[config.mk]
export PLATFORM = sky130hd
export DESIGN_NAME = dpb_ctrl
export DESIGN_NICKNAME = d
export VERILOG_FILES = /design/src/hdl/dpb_pkg.sv /design/src/hdl/dpb_ctrl.sv
export SDC_FILE = /design/constraint.sdc
export NUM_CORES = 1
export LEC_CHECK = 0
export BUFFER_PORTS_ARGS = -buffer_cell sky130_fd_sc_hd__buf_2
export CAP_MARGIN = 30
export CORE_AREA = 5 5 42 44
export DETAILED_ROUTE_END_ITERATION = 6
export DIE_AREA = 0 0 47 49
export GPL_ROUTABILITY_DRIVEN = 0
export SYNTH_ARGS = -nofsm -noshare
export SYNTH_HDL_FRONTEND = slang
export SYNTH_SLANG_ARGS = --single-unit
[constraint.sdc]
create_clock -name aclk -period 1.7 [get_ports aclk]
set_clock_uncertainty 0.05 [all_clocks]
set_input_delay 0.34 -clock aclk [delete_from_list [all_inputs] [get_ports aclk]]
set_output_delay 0.34 -clock aclk [all_outputs]
set_load 0.005 [all_outputs]
[src/hdl/dpb_pkg.sv]
// Shared constants, op codes and controller/datapath interface types.
`timescale 1ns / 1ps

package dpb_pkg;

    localparam int STORE_DEPTH = 128;
    localparam int ADDR_W      = $clog2(STORE_DEPTH);
    localparam int CNT_W       = ADDR_W + 1;
    localparam int FRAC_BITS   = 16;
    localparam int VAL_W       = 32;
    localparam int MAXP_W      = 8;
    localparam int ZB_W        = 16;
    localparam int CFG_IDX_W   = 1;
    localparam int CFG_DATA_W  = 16;
    localparam int OP_W        = 2;

    localparam logic [OP_W-1:0] OP_ADD_X    = 2'd0;
    localparam logic [OP_W-1:0] OP_ADD_AUTO = 2'd1;
    localparam logic [OP_W-1:0] OP_READ     = 2'd2;
    localparam logic [OP_W-1:0] OP_NOP      = 2'd3;

    localparam logic [CFG_IDX_W-1:0] REG_MAX_POINTS = 1'd0;
    localparam logic [CFG_IDX_W-1:0] REG_ZERO_BAND  = 1'd1;

    localparam logic [MAXP_W-1:0] MAXP_RESET = 8'd0;
    localparam logic [ZB_W-1:0]   ZB_RESET   = 16'd6;

    typedef struct packed {
        logic load_in;
        logic exec;
        logic pair_rd;
        logic pair_wr;
        logic load_out;
    } dpb_cmd_t;

    typedef struct packed {
        logic halve_go;
        logic last_pair;
    } dpb_status_t;

endpackage

[src/hdl/dpb_ctrl.sv]
// Controller state machine: sequences the add/read step, halving walk and result transfer.
`timescale 1ns / 1ps

module dpb_ctrl
    import dpb_pkg::*;
(
    input  logic        aclk,
    input  logic        aresetn,
    input  logic        s_valid,
    output logic        s_ready,
    output logic        m_valid,
    input  logic        m_ready,
    input  dpb_status_t status,
    output dpb_cmd_t    cmd
);

    localparam logic [2:0] ST_IDLE = 3'd0;
    localparam logic [2:0] ST_EXEC = 3'd1;
    localparam logic [2:0] ST_HRD  = 3'd2;
    localparam logic [2:0] ST_HWR  = 3'd3;
    localparam logic [2:0] ST_OUT  = 3'd4;

    logic [2:0] state_reg, state_next;
    logic       m_valid_reg, m_valid_next;

    assign s_ready = (state_reg == ST_IDLE);
    assign m_valid = m_valid_reg;

    always_comb begin
        state_next   = state_reg;
        cmd          = '0;
        case (state_reg)
            ST_IDLE: begin
                if (s_valid) begin
                    cmd.load_in = 1'b1;
                    state_next  = ST_EXEC;
                end
            end
            ST_EXEC: begin
                cmd.exec   = 1'b1;
                state_next = status.halve_go ? ST_HRD : ST_OUT;
            end
            ST_HRD: begin
                cmd.pair_rd = 1'b1;
                state_next  = ST_HWR;
            end
            ST_HWR: begin
                cmd.pair_wr = 1'b1;
                state_next  = status.last_pair ? ST_OUT : ST_HRD;
            end
            ST_OUT: begin
                if (!m_valid_reg || m_ready) begin
                    cmd.load_out = 1'b1;
                    state_next   = ST_IDLE;
                end
            end
            default: state_next = ST_IDLE;
        endcase
    end

    always_comb begin
        if (cmd.load_out) begin
            m_valid_next = 1'b1;
        end else if (m_ready) begin
            m_valid_next = 1'b0;
        end else begin
            m_valid_next = m_valid_reg;
        end
    end

    always_ff @(posedge aclk) begin
        if (!aresetn) begin
            state_reg   <= ST_IDLE;
            m_valid_reg <= 1'b0;
        end else begin
            state_reg   <= state_next;
            m_valid_reg <= m_valid_next;
        end
    end

endmodule

==> results of run 1 <==
## cells in the mapped netlist, drive strengths merged
library cell	instances	area [sq um]
dfxtp	4	80.08
nor2b	4	25.02
nor3b	4	35.03
buf	2	12.51
nor3	2	15.01
a22oi	1	7.510
and2	1	6.260
and3b	1	8.760
nand2	1	3.750
nand3	1	5.000
nand3b	1	7.510
o21a	1	7.510
o21ai	1	5.000
o31ai	1	7.510
## per-stage QoR
step / hold slack, ns / area [sq um] / cells / util (%) / power [mW]
after detailed placement: 0.5140 / 294.0 / 51 / 20.98 / 0.1471
after global placement: 0.5061 / 294.0 / 51 / 20.98 / 0.1465
after floorplan: 0.4078 / 226.5 / 25 / - / 0.1292
after global routing: 0.3423 / 316.6 / 54 / 22.59 / 0.2806
after CTS: 0.3230 / 316.6 / 54 / 22.59 / 0.2660
final: 0.3323 / 316.6 / 54 / 22.59 / 0.2572
## power groups by stage
stage,Clock (mW),Sequential (mW),Combinational [mW]
5_1_grt,0.130,0.110,0.0405
3_3_place_gp,0,0.110,0.0369
6_report,0.113,0.108,0.0364
2_1_floorplan,0,0.105,0.0246
3_5_place_dp,0,0.110,0.0371
4_1_cts,0.120,0.108,0.0372
## worst max path at each step
stage	startpoint	endpoint	slack, ns	depth (start not counted)
after floorplan	state_reg[0]$_SDFFE_PN0P_	cmd[0]	0.42	4
after global routing	state_reg[2]$_SDFFE_PN0P_	cmd[0]	0.03	3
final	state_reg[2]$_SDFFE_PN0P_	cmd[0]	0.12	3
after CTS	state_reg[2]$_SDFFE_PN0P_	cmd[0]	0.11	3
after global placement	state_reg[2]$_SDFFE_PN0P_	cmd[0]	0.36	3
after detailed placement	state_reg[2]$_SDFFE_PN0P_	cmd[0]	0.36	3
## cell usage in the layout, fill, tap and decap left out
master and n:
a22oi_1 1, and2_1 1, and3b_1 1, buf_2 12, clkbuf_4 3, dfxtp_1 4, nand2_1 1, nand3_1 1
nand3b_1 1, nor2b_1 4, nor3_1 1, nor3_2 1, nor3b_1 3, nor3b_2 1, o21a_1 1, o21ai_1 1
o31ai_1 1
## per-layer routing
metal / vias up / track usage [%] / routed length, um
li1: 116 / - / -
met1: 82 / 7.489 / 251
met2: 8 / 4.751 / 195
met3: 0 / 1.107 / 33
met4: 0 / 6.912 / 0
met5: - / 0 / 0
## final cells by class
class	count	area [sq um]	area share, %
multi-input cells	19	133.9	42.29
flip-flops and latches	4	80.08	25.30
repair buffers	12	60.06	18.97
clock buffers	3	22.52	7.115
well taps	16	20.02	6.324
## worst max-delay path, delay by kind of cell, from the launching register on
family / cells / cell delay, ns
DFF: 1 / 0.44
buffers and inverters: 1 / 0.11
and+or+nand+nor: 2 / 0.40
## cells by family (layout without fill, tap and decap cells)
| logic type | count (synthesis) | count (layout) | share of synthesized area (%) |
|---|---|---|---|
| AOI/OAI and AO/OA | 4 | 4 | 12.16 |
| DFF | 4 | 4 | 35.36 |
| and+or+nand+nor | 15 | 15 | 46.96 |
| buffers and inverters | 2 | 15 | 5.524 |
==> summary.md, run 1 <==
| Metric | Value |
|---|---|
| First-pass GRT wire length | `about 800 um` |
| N_diodes | `0` |
| DP Wirelength | `roughly 390 um` |
| Critical Path Sink Type | `output pin` |
| Syn Std Cell Area | `approximately 230 sq um` |
| Core area | `1401 sq um` |
| Root buf cell | `clkbuf_4` |
| WHS Endpoint | `m_valid$_SDFFE_PN0P_` |
| Initial antenna violation count | `0` |
| Fin crit period | `approximately 1.6 ns` |
| P_leak | `0.1453 nW` |
| CTS Buf Count | `3` |
| Reg-to-reg endpoint | `state_reg[2]$_SDFFE_PN0P_` |
| Post-CTS Hold Fix Bufs | `0` |
| Worst path slowest cell | `dfxtp_1` |
| Int Pwr | `between 150 and 200 uW` |
| Avg Inst Size Synth | `roughly 9.1 sq um` |
| Net Sw Frac | `22.32%` |
| Slowest cell delay on critical path | `0.44 ns` |
| Post-synthesis sequential area ratio | `a little over a third` |
| Ports | `13` |
| Vias | `between 200 and 250` |
| Worst endpoint required time | `about 1.3 ns` |
| Switching pwr | `57.40 uW` |
| Post-route ant nets | `0` |
| WS Path Type | `reg -> out` |
| Clk slew on worst S/H paths | `0.04 ns` |
| Area Growth Syn to Fin | `39.78%` |
| Final worst slack | `0.1204 ns` |
| Vias in the first global route | `191` |
| Yosys cell types | `17` |
| Hold Path Origin | `aresetn` |
| H-Tree Depth | `1` |
| Combinational share of power | `between 10% and 20%` |
| Reg2Reg Launch Point | `state_reg[2]$_SDFFE_PN0P_` |
| Final hold violation count | `0` |
| DR iter-0 viols | `0` |
| Max-slew headroom | `about four fifths` |
| Core Rows | `14` |
| R2R depth | `3` |
| Largest net degree at the start of global routing | `10` |
| Drt wl/cell | `8.889 um` |
| R2r setup slk | `around 0.66 ns` |
| HP Class | `in -> reg` |
| DIE AREA | `2303 sq um` |
| Clock power frac | `43.8%` |
| Setup Viol. Count Final | `0` |
| Post-CTS setup buffers | `0` |
| Achievable Freq | `633.1 MHz` |
| Slew @ Worst Pin | `0.2966 ns` |
| I/O Buffers | `12` |
| Critical path cell sequence | `nor3b_2 -> nor2b_1 -> buf_2` |
| CTS sink count | `4` |
| Drt drc | `0` |
| Startpoint types | `register` |
| Filler cells | `approximately 170` |
| DRT Wirelength | `480 um` |
| Seq pwr share | `42.1%` |
| CTS tree | `done` |
| Post-synthesis register bit count | `4` |
| Status | `completed` |
| Maxcap violations | `0` |
| Final Slew Violations | `0` |
| Gate Count Post-Synth | `25` |
| Crit-path max FO | `8` |
| DIE HEIGHT | `49 um` |
| Vias/cell | `about 3.8` |
| Total negative slack | `0 ns` |
| Pre-CTS setup slack | `0.3607 ns` |
| Max VDD drop | `0.0002072 V` |
| Worst-case clock buffer depth | `2` |
| GRT overflow | `0` |
| PwrDens | `812.5 nW/um^2` |
| Die X | `47 um` |
| Worst-Skew Late Latency | `approximately 0.23 ns` |
| Hold Path Cell Cnt | `2` |
| Nets@finish | `46` |
| Yosys Warn Count | `0` |
| Mapped Nets | `31` |
| Pre-antenna DRT Iters | `1` |
| Initial core utilization | `16.16%` |
| Final worst-path cycle share | `92.92%` |
| Critical Path AT | `1.19 ns` |
| Max reg flops | `3` |
| Layout cell share with drive strength beyond 1 | `44.74%` |
| Global Route Usage Sum | `5.144%` |
| Unrepaired setup endpoints after global routing | `no` |
| Cts repair resizes | `0` |
Power figures use the tool's default switching activity.
==> inputs of run 2 (changes only) <==
--- a/config.mk
+++ b/config.mk
@@ -5,12 +5,14 @@
 export SDC_FILE = /design/constraint.sdc
 export NUM_CORES = 1
 export LEC_CHECK = 0
+export ABC_AREA = 1
 export BUFFER_PORTS_ARGS = -buffer_cell sky130_fd_sc_hd__buf_2
 export CAP_MARGIN = 30
 export CORE_AREA = 5 5 42 44
 export DETAILED_ROUTE_END_ITERATION = 6
 export DIE_AREA = 0 0 47 49
 export GPL_ROUTABILITY_DRIVEN = 0
+export SLEW_MARGIN = 20
 export SYNTH_ARGS = -nofsm -noshare
 export SYNTH_HDL_FRONTEND = slang
 export SYNTH_SLANG_ARGS = --single-unit
==> run 2 against run 1 <==
  * Die area unchanged
  * Fmax up 6.5%
  * Sequential share of layout area is 3.8 points lower
  * Sequential power up 5%
  * Hold slack worse by 0.050 ns
  * Count of clock-buffer cells in the layout is the same
  * First-iteration DRC count is 5 higher
  * Critical path type unchanged
  * Largest power group is now registers
==> summary.md, run 2 <==
| Metric | Value |
|---|---|
| Reg2Reg Launch Point | `state_reg[2]$_SDFFE_PN0P_ (unchanged)` |
| Max reg flops | `3 (unchanged)` |
| Main combinational cell family by area after synthesis | `simple AND/OR/NAND/NOR gates (unchanged)` |
| Drt drc | `0 (unchanged)` |
| Final worst-path cycle share | `87.26% (was 92.92%)` |
| Post-synthesis sequential area ratio | `27.71% (was 35.36%)` |
| Final hold violation count | `0 (unchanged)` |
| Layout cell share with drive strength beyond 1 | `50.94% (was 44.74%)` |
| Combinational share of power | `26.0% (was 14.1%)` |
| N_diodes | `0 (unchanged)` |
| Hold Path Origin | `aresetn (unchanged)` |
| Fin crit period | `1.483 ns (was 1.580 ns)` |
| Post-CTS Hold Fix Bufs | `0 (unchanged)` |
| Setup Viol. Count Final | `0 (unchanged)` |
| Cell area after layout | `372.9 sq um (was 316.6 sq um)` |
| Most common cell after layout, fill and taps aside | `buf_2 (unchanged)` |
| CTS tree | `done (unchanged)` |
| Pre-antenna DRT Iters | `2 (was 1)` |
| Worst endpoint required time | `1.31 ns (about the same)` |
| Area Growth Syn to Fin | `29.00% (was 39.78%)` |
| Crit-path max FO | `8 (unchanged)` |
| Core area | `1401 sq um (unchanged)` |
| Ports | `13 (unchanged)` |
| R2r setup slk | `0.70 ns (was 0.66 ns)` |
| Nets@finish | `61 (was 46)` |
| Worst-case clock buffer depth | `2 (unchanged)` |
| Seq pwr share | `37.1% (was 42.1%)` |
| Post-route ant nets | `0 (unchanged)` |
| Pre-CTS setup slack | `0.4500 ns (was 0.3607 ns)` |
| Worst Setup SP | `state_reg[1]$_SDFFE_PN0P_ (was state_reg[2]$_SDFFE_PN0P_)` |
| Dpl cells | `66 (was 51)` |
| Final Slew Violations | `0 (unchanged)` |
| Async SR Flop Fraction | `0% (unchanged)` |
| Main synth FF type | `dfxtp_1 (unchanged)` |
| Synth Area in Compound Gates | `0% (was 12.15%)` |
| Most frequent cells in the layout | `12 x buf_2, 7 x inv_1, 7 x nand3_1 (was 12 x buf_2, 4 x nor2b_1, 4 x dfxtp_1)` |
| Synth area leaders | `dfxtp_1 28%, nand3_1 12%, inv_1 9.1% (was dfxtp_1 35%, nor2b_1 11%, nor3b_1 9.9%)` |
| DP Wirelength | `525.7 um (was 387.8 um)` |
| I/O Buffers | `12 (unchanged)` |
| Vias in the first global route | `270 (was 191)` |
| Adder-cell share of the synthesized area | `0% (unchanged)` |
| Post-synthesis register bit count | `4 (unchanged)` |
| Final Core Density | `26.61% (was 22.59%)` |
| Initial antenna violation count | `0 (unchanged)` |
| Unrepaired setup endpoints after global routing | `no (unchanged)` |
| Maxcap violations | `0 (unchanged)` |
| Status | `completed (unchanged)` |
| CTS sink count | `4 (unchanged)` |
| Core Rows | `14 (unchanged)` |
| Yosys Warn Count | `0 (unchanged)` |
| DIE HEIGHT | `49 um (unchanged)` |
| WS Path Type | `reg -> out (unchanged)` |
| Final worst slack | `0.2165 ns (was 0.1204 ns)` |
| Largest net degree at the start of global routing | `9 (was 10)` |
| Filler cells | `165 (was 171)` |
| Vias | `270 (was 206)` |
| Total negative slack | `0 ns (unchanged)` |
| Xor and xnor fraction of the mapped netlist area | `0% (unchanged)` |
| Fin cells | `69 (was 54)` |
| CTS Buf Count | `3 (unchanged)` |
| Worst-Skew Late Latency | `0.23 ns (about the same)` |
| Total chip power | `303.9 uW (was 257.2 uW)` |
| DRT Wirelength | `575 um (was 480 um)` |
| Vias/cell | `3.913 (was 3.815)` |
| Int Pwr | `215.0 uW (was 199.8 uW)` |
| Clk slew on worst S/H paths | `0.03 ns (was 0.04 ns)` |
| Switching pwr | `88.87 uW (was 57.40 uW)` |
| PwrDens | `815.0 nW/um^2 (was 812.5 nW/um^2)` |
| EDFF count, synth | `0 (unchanged)` |
| Critical Path Sink Type | `output pin (unchanged)` |
| Die X | `47 um (unchanged)` |
| Hold slack | `0.2826 ns (was 0.3323 ns)` |
| Slew @ Worst Pin | `0.2590 ns (was 0.2966 ns)` |
| Initial core utilization | `20.62% (was 16.16%)` |
| Root buf cell | `clkbuf_4 (unchanged)` |
| Gate Count Post-Synth | `40 (was 25)` |
| Startpoint types | `register (unchanged)` |
| Max-slew headroom | `82.71% (was 80.20%)` |
| H-Tree Depth | `1 (unchanged)` |
| Area of placed instances | `350.3 sq um (was 294.0 sq um)` |
| Simple logic cell fraction of the synthesized area | `52.81% (was 46.96%)` |
| Yosys cell types | `16 (was 17)` |
| First-pass GRT wire length | `1062 um (was 800 um)` |
| Synth cell count leaders | `7 x inv_1, 7 x nand3_1, 4 x dfxtp_1, 4 x nor2_2 (was 4 x dfxtp_1, 4 x nor2b_1, 3 x nor3b_1)` |
| Cts repair resizes | `0 (unchanged)` |
| Post-CTS setup buffers | `0 (unchanged)` |
| Post-synth top area share | `27.71% (was 35.36%)` |
| Mux share of post-synthesis cell area | `0% (unchanged)` |
| DR iter-0 viols | `5 (was 0)` |
| Achievable Freq | `674.1 MHz (was 633.1 MHz)` |
| DIE AREA | `2303 sq um (unchanged)` |
| Clock power frac | `37.0% (was 43.8%)` |
| Mapped Nets | `46 (was 31)` |
| GRT overflow | `0 (unchanged)` |
| Drt wl/cell | `8.333 um (was 8.889 um)` |
| Avg Inst Size Synth | `7.226 sq um (was 9.059 sq um)` |
| P_leak | `0.2173 nW (was 0.1453 nW)` |
| Syn Std Cell Area | `289.0 sq um (was 226.5 sq um)` |
| HP Class | `in -> reg (unchanged)` |
| Critical Path AT | `1.09 ns (was 1.19 ns)` |
| Net Sw Frac | `29.25% (was 22.32%)` |
| Global Route Usage Sum | `6.901% (was 5.144%)` |
| Max VDD drop | `0.0002169 V (was 0.0002072 V)` |
| Synth area leader | `dfxtp_1 (unchanged)` |
run 2: critical path, stage by stage, from the launching register on:
cell and delay [ns]:
dfxtp_1 0.45, inv_1 0.11, nor3_1 0.16, buf_2 0.14
run 2: area by class of cell:
type	count	area (sq um)	share of cell area (%)
timing repair buffer	12	60.06	16.11
multi-input combinational	24	152.6	40.94
tap	16	20.02	5.369
clock buffer	3	22.52	6.040
inverter	10	37.54	10.07
sequential	4	80.08	21.48
run 2: worst paths after layout:
check | end | depth (start not counted)
worst max register to register | state_reg[1]$_SDFFE_PN0P_ | 5
worst min register to register | state_reg[0]$_SDFFE_PN0P_ | 3
worst max-delay path | cmd[1] | 3
worst min-delay path | state_reg[2]$_SDFFE_PN0P_ | 3
run 2: power groups by stage:
| stage | clock (mW) | combinational [mW] | sequential, mW |
|---|---|---|---|
| 5_1_grt | 0.134 | 0.0927 | 0.114 |
| 3_3_place_gp | 0 | 0.0803 | 0.114 |
| 3_5_place_dp | 0 | 0.0807 | 0.114 |
| 6_report | 0.112 | 0.0789 | 0.113 |
| 4_1_cts | 0.119 | 0.0808 | 0.113 |
| 2_1_floorplan | 0 | 0.0590 | 0.110 |
run 2: logic make-up after synthesis:
family | after synthesis
buffers and inverters | 12
and+or+nand+nor | 24
DFF | 4
run 2: routing by layer:
metal | up-vias | global-route usage [%] | routed length [um]
li1 | 148 | - | -
met1 | 115 | 6.813 | 232
met2 | 7 | 9.502 | 288
met3 | 0 | 5.904 | 54
met4 | 0 | 4.147 | 0
met5 | - | 0 | 0
